--- config.mk ---
export PLATFORM = sky130hd
export DESIGN_NAME = csv_field_tokenizer_unit
export DESIGN_NICKNAME = d
export VERILOG_FILES = /design/src/hw/rtl/csvtok_pkg.sv /design/src/hw/rtl/csvtok_decode.sv /design/src/hw/rtl/csv_field_tokenizer_unit.sv
export SDC_FILE = /design/constraint.sdc
export NUM_CORES = 1
export LEC_CHECK = 0
export BUFFER_PORTS_ARGS = -buffer_cell sky130_fd_sc_hd__buf_2
export CAP_MARGIN = 10
export CORE_MARGIN = 4
export CORE_UTILIZATION = 48
export DETAILED_ROUTE_END_ITERATION = 7
export PLACE_DENSITY = 0.86
export SLEW_MARGIN = 10
export SYNTH_ARGS = -nofsm -noshare
export SYNTH_HDL_FRONTEND = slang
export SYNTH_HIERARCHICAL = 1
export SYNTH_SLANG_ARGS = --single-unit
export TNS_END_PERCENT = 100
--- constraint.sdc ---
create_clock -name clock -period 3.5 [get_ports clock]
set_input_delay 0.175 -clock clock [delete_from_list [all_inputs] [get_ports clock]]
set_output_delay 0.175 -clock clock [all_outputs]
set_load 0.02 [all_outputs]
--- src/hw/rtl/csvtok_pkg.sv ---
// csvtok_pkg: shared types and constants of the csv field tokeniser
// parse mode codes, register indexes, result beat and decode decision types
// no dependencies
`timescale 1ns / 1ps
`default_nettype none

package csvtok_pkg;

   localparam logic [2:0] MODE_REC_START   = 3'd0;
   localparam logic [2:0] MODE_FIELD_START = 3'd1;
   localparam logic [2:0] MODE_UNQUOTED    = 3'd2;
   localparam logic [2:0] MODE_QUOTED      = 3'd3;
   localparam logic [2:0] MODE_QUOTE_SEEN  = 3'd4;

   localparam logic [1:0] REG_FIELD_SEP  = 2'd0;
   localparam logic [1:0] REG_RECORD_SEP = 2'd1;
   localparam logic [1:0] REG_QUOTE_CHAR = 2'd2;

   localparam logic [7:0] FIELD_SEP_RESET  = 8'd44;
   localparam logic [7:0] RECORD_SEP_RESET = 8'd10;
   localparam logic [7:0] QUOTE_CHAR_RESET = 8'd34;

   typedef struct packed {
      logic [7:0] content_byte;
      logic       content_valid;
      logic       field_done;
      logic       record_done;
      logic       unmatched_quote;
      logic       final_result;
   } result_type;

   typedef struct packed {
      logic [1:0] count;
      result_type res0;
      result_type res1;
      logic [2:0] next_mode;
   } decision_type;

   typedef struct packed {
      logic [7:0] field_sep;
      logic [7:0] record_sep;
      logic [7:0] quote_char;
   } config_type;

endpackage

`default_nettype wire

--- src/hw/rtl/csvtok_decode.sv ---
// csvtok_decode: per-byte tokeniser decision, combinational
// maps parse mode, text byte and end flag to up to two result beats and next mode
// depends on csvtok_pkg
`timescale 1ns / 1ps
`default_nettype none

module csvtok_decode (
   input  wire logic [2:0]             mode,
   input  wire logic [7:0]             text_byte,
   input  wire logic                   end_of_input,
   input  wire csvtok_pkg::config_type cfg,
   output csvtok_pkg::decision_type    decision
);

   logic is_quote;
   logic is_rec;
   logic is_fld;
   csvtok_pkg::result_type blank;
   csvtok_pkg::result_type rec_end;
   csvtok_pkg::result_type fld_end;
   csvtok_pkg::result_type err;
   csvtok_pkg::result_type content;
   csvtok_pkg::result_type plain_content;

   assign is_quote = (text_byte == cfg.quote_char);
   assign is_rec   = (text_byte == cfg.record_sep);
   assign is_fld   = (text_byte == cfg.field_sep);

   always_comb begin
      blank = '0;
      rec_end = '0;
      rec_end.field_done  = 1'b1;
      rec_end.record_done = 1'b1;
      fld_end = '0;
      fld_end.field_done = 1'b1;
      err = '0;
      err.unmatched_quote = 1'b1;
      plain_content = '0;
      plain_content.content_byte  = text_byte;
      plain_content.content_valid = 1'b1;
      content = plain_content;
      content.field_done  = end_of_input;
      content.record_done = end_of_input;
   end

   always_comb begin
      decision = '0;
      decision.res0 = blank;
      decision.res1 = blank;
      decision.next_mode = csvtok_pkg::MODE_REC_START;
      unique case (mode)
         csvtok_pkg::MODE_UNQUOTED: begin
            if (is_rec) begin
               decision.count = 2'd1;
               decision.res0  = rec_end;
            end else if (is_fld) begin
               decision.res0 = fld_end;
               if (end_of_input) begin
                  decision.count = 2'd2;
                  decision.res1  = rec_end;
               end else begin
                  decision.count     = 2'd1;
                  decision.next_mode = csvtok_pkg::MODE_FIELD_START;
               end
            end else begin
               decision.count = 2'd1;
               decision.res0  = content;
               if (!end_of_input) begin
                  decision.next_mode = csvtok_pkg::MODE_UNQUOTED;
               end
            end
         end
         csvtok_pkg::MODE_QUOTED: begin
            if (is_quote) begin
               if (end_of_input) begin
                  decision.count = 2'd1;
                  decision.res0  = rec_end;
               end else begin
                  decision.next_mode = csvtok_pkg::MODE_QUOTE_SEEN;
               end
            end else if (end_of_input) begin
               decision.count = 2'd1;
               decision.res0  = err;
            end else begin
               decision.count     = 2'd1;
               decision.res0      = plain_content;
               decision.next_mode = csvtok_pkg::MODE_QUOTED;
            end
         end
         csvtok_pkg::MODE_QUOTE_SEEN: begin
            if (is_quote) begin
               decision.count = 2'd1;
               if (end_of_input) begin
                  decision.res0 = err;
               end else begin
                  decision.res0      = plain_content;
                  decision.next_mode = csvtok_pkg::MODE_QUOTED;
               end
            end else if (is_rec) begin
               decision.count = 2'd1;
               decision.res0  = rec_end;
            end else begin
               decision.res0 = fld_end;
               if (end_of_input) begin
                  decision.count = 2'd2;
                  decision.res1  = rec_end;
               end else begin
                  decision.count     = 2'd1;
                  decision.next_mode = csvtok_pkg::MODE_FIELD_START;
               end
            end
         end
         default: begin
            if (is_quote) begin
               if (end_of_input) begin
                  decision.count = 2'd1;
                  decision.res0  = err;
               end else begin
                  decision.next_mode = csvtok_pkg::MODE_QUOTED;
               end
            end else if (is_rec) begin
               decision.count = 2'd1;
               decision.res0  = rec_end;
            end else if (is_fld) begin
               decision.res0 = fld_end;
               if (end_of_input) begin
                  decision.count = 2'd2;
                  decision.res1  = rec_end;
               end else begin
                  decision.count     = 2'd1;
                  decision.next_mode = csvtok_pkg::MODE_FIELD_START;
               end
            end else begin
               decision.count = 2'd1;
               decision.res0  = content;
               if (!end_of_input) begin
                  decision.next_mode = csvtok_pkg::MODE_UNQUOTED;
               end
            end
         end
      endcase
      if (decision.count == 2'd1) begin
         decision.res0.final_result = 1'b1;
      end
      if (decision.count == 2'd2) begin
         decision.res1.final_result = 1'b1;
      end
   end

endmodule

`default_nettype wire

--- src/hw/rtl/csv_field_tokenizer_unit.sv ---
// csv_field_tokenizer_unit: streaming csv tokeniser top level
// input register, per-byte decode, two-beat result queue and register file
// depends on csvtok_pkg and csvtok_decode
//
// Usage: text bytes enter on the req_ channel (valid/stall), one byte per beat,
// req_end_of_input set on the last byte of a buffer. Each byte gives zero, one
// or two result beats on the rsp_ channel: a content byte and/or field and
// record end marks, or an unmatched quote flag; rsp_final_result marks the last
// beat caused by a byte. Separators and the quote byte are set through the
// APB-style port at addresses 0, 4 and 8; the user must write them only while
// the block is idle, which the block itself does not enforce. A byte passes
// through the input register and then the result queue before its first
// result beat is offered. Throughput: one byte per cycle while each byte
// yields at most one beat and the receiver does not stall; the result queue
// holds two beats, so a byte with two beats waits for an empty queue and
// leaves it full, and the next byte with a beat waits for room. When the
// receiver stalls, the queue fills and req_stall rises once the held byte
// cannot move on; nothing is lost. Reset clears the input register, the
// queue and the parse mode (record start) and restores the default separators.
`timescale 1ns / 1ps
`default_nettype none

module csv_field_tokenizer_unit (
   input  wire logic        clock,
   input  wire logic        reset,
   input  wire logic        req_valid,
   output logic             req_stall,
   input  wire logic [7:0]  req_text_byte,
   input  wire logic        req_end_of_input,
   output logic             rsp_valid,
   input  wire logic        rsp_stall,
   output logic [7:0]       rsp_content_byte,
   output logic             rsp_content_valid,
   output logic             rsp_field_done,
   output logic             rsp_record_done,
   output logic             rsp_unmatched_quote,
   output logic             rsp_final_result,
   input  wire logic        psel,
   input  wire logic        penable,
   input  wire logic        pwrite,
   input  wire logic [3:0]  paddr,
   input  wire logic [31:0] pwdata,
   output logic [31:0]      prdata,
   output logic             pready
);

   csvtok_pkg::config_type   cfg_ff;
   logic [2:0]               mode_ff;
   logic                     s1_valid_ff;
   logic [7:0]               s1_byte_ff;
   logic                     s1_eoi_ff;
   csvtok_pkg::decision_type decision;
   logic                     advance;
   logic                     req_take;
   logic                     rsp_take;
   csvtok_pkg::result_type   q0_ff;
   csvtok_pkg::result_type   q1_ff;
   csvtok_pkg::result_type   q0_in;
   csvtok_pkg::result_type   q1_in;
   csvtok_pkg::result_type   rem0;
   logic [1:0]               count_ff;
   logic [1:0]               count_in;
   logic [1:0]               rem_cnt;
   logic [1:0]               push_cnt;
   logic                     cfg_write;

   // register file
   assign pready    = 1'b1;
   assign cfg_write = psel && penable && pwrite;

   always_ff @(posedge clock) begin
      if (reset) begin
         cfg_ff.field_sep  <= csvtok_pkg::FIELD_SEP_RESET;
         cfg_ff.record_sep <= csvtok_pkg::RECORD_SEP_RESET;
         cfg_ff.quote_char <= csvtok_pkg::QUOTE_CHAR_RESET;
      end else if (cfg_write) begin
         unique case (paddr[3:2])
            csvtok_pkg::REG_FIELD_SEP:  cfg_ff.field_sep  <= pwdata[7:0];
            csvtok_pkg::REG_RECORD_SEP: cfg_ff.record_sep <= pwdata[7:0];
            csvtok_pkg::REG_QUOTE_CHAR: cfg_ff.quote_char <= pwdata[7:0];
            default: ;
         endcase
      end
   end

   always_comb begin
      unique case (paddr[3:2])
         csvtok_pkg::REG_FIELD_SEP:  prdata = {24'd0, cfg_ff.field_sep};
         csvtok_pkg::REG_RECORD_SEP: prdata = {24'd0, cfg_ff.record_sep};
         csvtok_pkg::REG_QUOTE_CHAR: prdata = {24'd0, cfg_ff.quote_char};
         default:                    prdata = 32'd0;
      endcase
   end

   // input register
   assign advance   = s1_valid_ff && ({1'b0, count_ff} + {1'b0, decision.count} <= 3'd2);
   assign req_stall = s1_valid_ff && !advance;
   assign req_take  = req_valid && !req_stall;

   always_ff @(posedge clock) begin
      if (reset) begin
         s1_valid_ff <= 1'b0;
      end else if (req_take) begin
         s1_valid_ff <= 1'b1;
      end else if (advance) begin
         s1_valid_ff <= 1'b0;
      end
   end

   always_ff @(posedge clock) begin
      if (req_take) begin
         s1_byte_ff <= req_text_byte;
         s1_eoi_ff  <= req_end_of_input;
      end
   end

   csvtok_decode u_decode (
      .mode         (mode_ff),
      .text_byte    (s1_byte_ff),
      .end_of_input (s1_eoi_ff),
      .cfg          (cfg_ff),
      .decision     (decision)
   );

   always_ff @(posedge clock) begin
      if (reset) begin
         mode_ff <= csvtok_pkg::MODE_REC_START;
      end else if (advance) begin
         mode_ff <= decision.next_mode;
      end
   end

   // result queue, q0 is the head beat
   assign rsp_valid = (count_ff != 2'd0);
   assign rsp_take  = rsp_valid && !rsp_stall;
   assign rem_cnt   = count_ff - {1'b0, rsp_take};
   assign rem0      = rsp_take ? q1_ff : q0_ff;
   assign push_cnt  = advance ? decision.count : 2'd0;
   assign count_in  = rem_cnt + push_cnt;

   always_comb begin
      if (rem_cnt != 2'd0) begin
         q0_in = rem0;
      end else begin
         q0_in = decision.res0;
      end
      if (rem_cnt == 2'd2) begin
         q1_in = q1_ff;
      end else if (rem_cnt == 2'd1) begin
         q1_in = decision.res0;
      end else begin
         q1_in = decision.res1;
      end
   end

   always_ff @(posedge clock) begin
      if (reset) begin
         count_ff <= 2'd0;
      end else begin
         count_ff <= count_in;
      end
   end

   always_ff @(posedge clock) begin
      q0_ff <= q0_in;
      q1_ff <= q1_in;
   end

   assign rsp_content_byte    = q0_ff.content_byte;
   assign rsp_content_valid   = q0_ff.content_valid;
   assign rsp_field_done      = q0_ff.field_done;
   assign rsp_record_done     = q0_ff.record_done;
   assign rsp_unmatched_quote = q0_ff.unmatched_quote;
   assign rsp_final_result    = q0_ff.final_result;

endmodule

`default_nettype wire
Word-level counts from Yosys, hierarchy flattened:

Cells that the tools add are included.

* add/subtract/negate cells: 3
* div/mod/pow operators: 0
* eq/ne operators: 13
* $lt $le $gt $ge: 1
* multiply operators: 0
* mux-type cells: 37
* bitwise operators: 0
* shift operators: 0
* reductions and logical operators: 16

Operators by type and width (number)
* 13-bit two-way mux: 7
* 15-bit two-way mux: 6
* 15-bit case mux with 3 select lines: 1
* 13-bit case mux with 3 select lines: 1
* 14-bit two-way mux: 2
* 8-bit equality test: 3
* 8-bit case mux with 3 select lines: 1
* 16-bit two-way mux: 1
* 3-bit two-way mux: 5
* 3-bit case mux with 3 select lines: 1
* 2-bit two-way mux: 4
* 4-bit two-way mux: 2
* 7-bit two-way mux: 1
* 2-bit by 1-bit equality test with 1-bit output (second input constant): 3
* 2-bit equality test (second input constant): 3
* 3-bit by 2-bit equality test with 1-bit output (second input constant): 2
* 1-bit logical AND: 6
* 2-bit AND reduction: 3
* 2-bit nonzero test: 3
* 1-bit two-way mux: 5
* 2-bit by 2-bit adder with 3-bit output: 1
* 3-bit equality test (second input constant): 1
* 3-bit by 2-bit less-or-equal comparator with 1-bit output (second input constant): 1
* 1-bit logical NOT: 3
* 4 further kinds: 4

* latch bits: 0
* RAM bits: 0
* logic and storage cells: 90
* output and inout port bits: 48
* bits in read-only memories: 0
* bits of input ports: 52
* bits in registers: 65
* memories kept: 0

Logic depth before layout (Yosys ltp):

* depth in word-level cells: 13
* gate-level depth with buffers: 15
* depth with buffers taken out: 14

Hierarchy:

Netlist, hierarchy kept.

Modules (own cells, without submodules)
* csv_field_tokenizer_unit: sequential area each 1651.6 um2, cells each 264, instances 1, area each 3131.8 um2
* csvtok_decode: sequential area each 0.0 um2, cells each 101, instances 1, area each 743.2 um2

Worst setup path after synthesis:

Ideal clock, no wire load.

* path kind: reg2reg
* start: reg s1_byte_ff[3]
* end: reg s1_byte_ff[0], enable pin
* period minus slack after synthesis: 3671 ps
* arrival: 3296 ps
* setup slack: -171 ps
* buffers on the path: 1
* required time: 3125 ps
* cell stages (with the launch flop): 13
* library setup time: 375 ps
* cell sequence: edfxtp_1 xor2_1 nor4_2 nand2_1 buf_4 nor2_1 o22ai_1 a22o_1 ha_1 fa_1 a21oi_1 nor2_1 nor2b_1

RTL lines
* start, declared: line csv_field_tokenizer_unit.sv:50 `logic [7:0] s1_byte_ff;`
* start signal, assigned: line csv_field_tokenizer_unit.sv:112 `s1_byte_ff <= req_text_byte;`

==> run metrics <==
CTS H-Tree Depth 3; # diodes 0; outcome complete, but fails checks; CP max stage delay 510 ps; Area Growth Syn to Fin 17.66%; adder-cell share of the synthesized area 0.01485; synth cell count leaders 39 x buf_4, 35 x edfxtp_1, 30 x dfxtp_1; Pins Over Slew Limit 0; DRT Pass-1 Iters 5; combinational share of power 0.410; Ys Warns 6; Net Sw Frac 0.3372; Die W 97.85 µm; failing checks setup timing; die footprint 9575 µm²; vias post-DR 2906; Worst setup startpoint s1_byte_ff[6]; Final Worst Setup Slack -194.9 ps; Multi-input gate area 2012 µm²; clock latency on the worst-skew pair 350 ps; initial antenna violation count 0; Crit path depth 14; total of max-cap violations 0; DRT iter0 DRCs 214; number of cell rows 32; first-pass GRT wire length 13500 µm; CP Launch Type flip-flop; Worst R2R End count_ff[1]; asr flop ratio synth 0; Compound-Gate Fraction of Synth Area 0.08621; fraction of layout cells with a size suffix above 1 0.3274; measured slew at the worst slew-check pin 1129 ps; Fill cells 614; Worst R2R Path Depth 14; mux contribution to synthesized area 0.1556; crit-path max FO 5; synthesis-stage register bit count 65; CTS buffer count 9; FF-to-FF setup slack -190 ps; Hold Path Class input pin to flip-flop; CP arrival 3980 ps; FF-to-FF Start s1_byte_ff[6]; post-route ant nets 0; crit path to count_ff[1]; peak supply drop 0.0003662 V; Via density 5.303; core area 7807 µm²; Cell Pwr Density 667.1 nW/µm²; DRC viols 0; DP HPWL 6042 µm; Root Driver clkbuf_8; post-synthesis simple-gate area fraction 0.1489; Non-Filler Instances 548; P_sw 0.001026 W; Achievable Freq 270.6 MHz; Final Power 0.003042 W; Overflow after GRT 0; Slowest cell on crit path fa_1; main flop type after synthesis edfxtp_1; die height 97.85 µm; worst path required time 3780 ps; Lkg Pwr 1.934 nW; worst path cell trace xor2_1 > nor4_2 > nand2_2 > nor2_4 > o22ai_2 > a22o_1 > ha_2 > fa_1 > a21oi_2 > and3_1 > ha_1 > xnor3_4 > a31o_2 > a21oi_1; TritonCTS clock tree done; Sink Count 65; Final period util 1.056; Final Hold Fails 0; Unique masters post-synth 48; sequential-to-total area share from yosys stat 0.4262; dominant cells by area after synthesis edfxtp_1 27%, dfxtp_1 15%, buf_4 7.6%, mux2i_1 6.5%, mux2_2 5.2%; WL/cell 15.33 µm; Internal 0.002016 W; post-synthesis cell area 3875 µm²; Buf+Inv Stages, Crit Path 0; Placed Cells incl. Taps 515; top cell type's share of synthesized area 0.2712; number of flops mapped to enable cells by yosys 35; fin nets 497; clk slew on worst S/H paths 70 ps; RD Place Congestion 0.8478; drt total wl 8402 µm; Worst Skew 10.87 ps; crit path kind flip-flop to flip-flop; GRT Util Overall 0.1749; Synth Area in XOR/XNOR 0.06329; pin count of the biggest net entering global routing 42; dominant cell type by area after synthesis edfxtp_1; Setup violations, final 2; Starting Density 0.4963; register area 1652 µm²; sequential share of power 0.390; I/O Buffers 48; RSZ-0062 raised after global routing true; main combinational cell family by area after synthesis multiplexers; final worst path period need 3695 ps; endpoint type of the worst setup path flip-flop; Hold WS 22.40 ps; cell with the most instances after synthesis buf_4; critical path's top delay family simple AND/OR/NAND/NOR gates; clock group share of total power 0.200; vias in the first global route 2880; clock buffer depth 2; setup tns final -249.5 ps; slew margin rel. 0.2421; Synth Area per Inst 10.62 µm²; Ports 100; cell count after synthesis 365
## through the flow
stage	area (µm²)	utilization	setup slack (ps)
finish	4559	0.5840	-194.9
global route	4559	0.5840	-344.6
CTS	4483	0.5742	-61.20
detailed placement	4172	0.5343	-86.81
global placement	4172	0.5343	-27.46
floorplan	4010	-	-36.69
## power by group through the flow
stage | Clock [W] | Sequential (W) | Combinational [W]
floorplan | 0 | 0.00129 | 0.000906
global placement | 0 | 0.00119 | 0.00117
detailed placement | 0 | 0.00121 | 0.00121
CTS | 0.000624 | 0.00119 | 0.00123
global route | 0.000657 | 0.00121 | 0.00134
finish | 0.000608 | 0.00119 | 0.00125
## worst min path at each step
stage	end	from	cells past startpoint	slack (ps)
floorplan	s1_byte_ff[0]	req_text_byte[0]	0	270
global placement	s1_byte_ff[1]	req_text_byte[1]	1	350
detailed placement	s1_byte_ff[6]	req_text_byte[6]	1	350
CTS	s1_byte_ff[4]	req_text_byte[4]	1	2
global route	s1_byte_ff[4]	req_text_byte[4]	1	6
finish	s1_byte_ff[4]	req_text_byte[4]	1	20
## placed cells by master, fill, tap and decap left out, types with 3 or more instances in the layout
cell type      Yosys  routed
a22o_1             3       3
mux2_2            18      18
nand2_1           17      15
xnor2_1            8       7
buf_2              3      47
edfxtp_1          35      35
conb_1             3      35
dlygate4sd3_1      0       8
dfxtp_1           30      30
a21oi_1           15      14
xor2_1            17      17
mux2_4            10      10
nor2_1            20      17
clkbuf_8           0       9
o21ai_1            1       3
and3_1             4       4
nand3_1           11      11
mux2i_1           25      25
buf_4             39      29
nor2b_2            8       9
o21ai_0           21      19
nand4_1            5       5
clkbuf_1           9       3
inv_1              5       5
nand2b_1          21      21
nor4_2             3       5
nor2b_1            5       4
## metal layers
metal / up-vias / global-route usage / wire (µm)
li1: 1368 / - / -
met1: 1382 / 0.2102 / 3349
met2: 126 / 0.2932 / 4209
met3: 30 / 0.04643 / 590
met4: 0 / 0.07881 / 253
met5: - / 0 / 0
## state kept, by name (all words and copies together) (netlist names)
name                 flops
cfg_ff                  24
count_ff                 2
mode_ff                  3
q1_ff                   13
rsp_content_byte         8
rsp_content_valid        1
rsp_field_done           1
rsp_final_result         1
rsp_record_done          1
rsp_unmatched_quote      1
s1_byte_ff               8
s1_eoi_ff                1
s1_valid_ff              1
## kinds of logic after synthesis
family / after synthesis
AO/OA/AOI/OAI: 54
XOR/XNOR: 26
adder cells (fa/ha/maj): 4
buffers and inverters: 59
flip-flops: 65
multiplexers: 53
other: 3
AND/OR/NAND/NOR: 101
## layout make-up
class	instances	area share
sequential	65	0.3622
inverter	6	0.004940
multi-input combinational	273	0.4413
clock buffer	12	0.02964
clock inverter	4	0.01015
timing repair buffer	86	0.1238
tap	102	0.02799
## what timing repair did
item,4_1_cts,5_1_grt
buffers inserted,6,4
endpoints found under the setup margin,2,11
endpoints found under the hold margin,8,0
resized for setup,2,11
pin swaps,6,10
hold buffers,8,0
No activity file was read; power rests on OpenSTA's default activity.
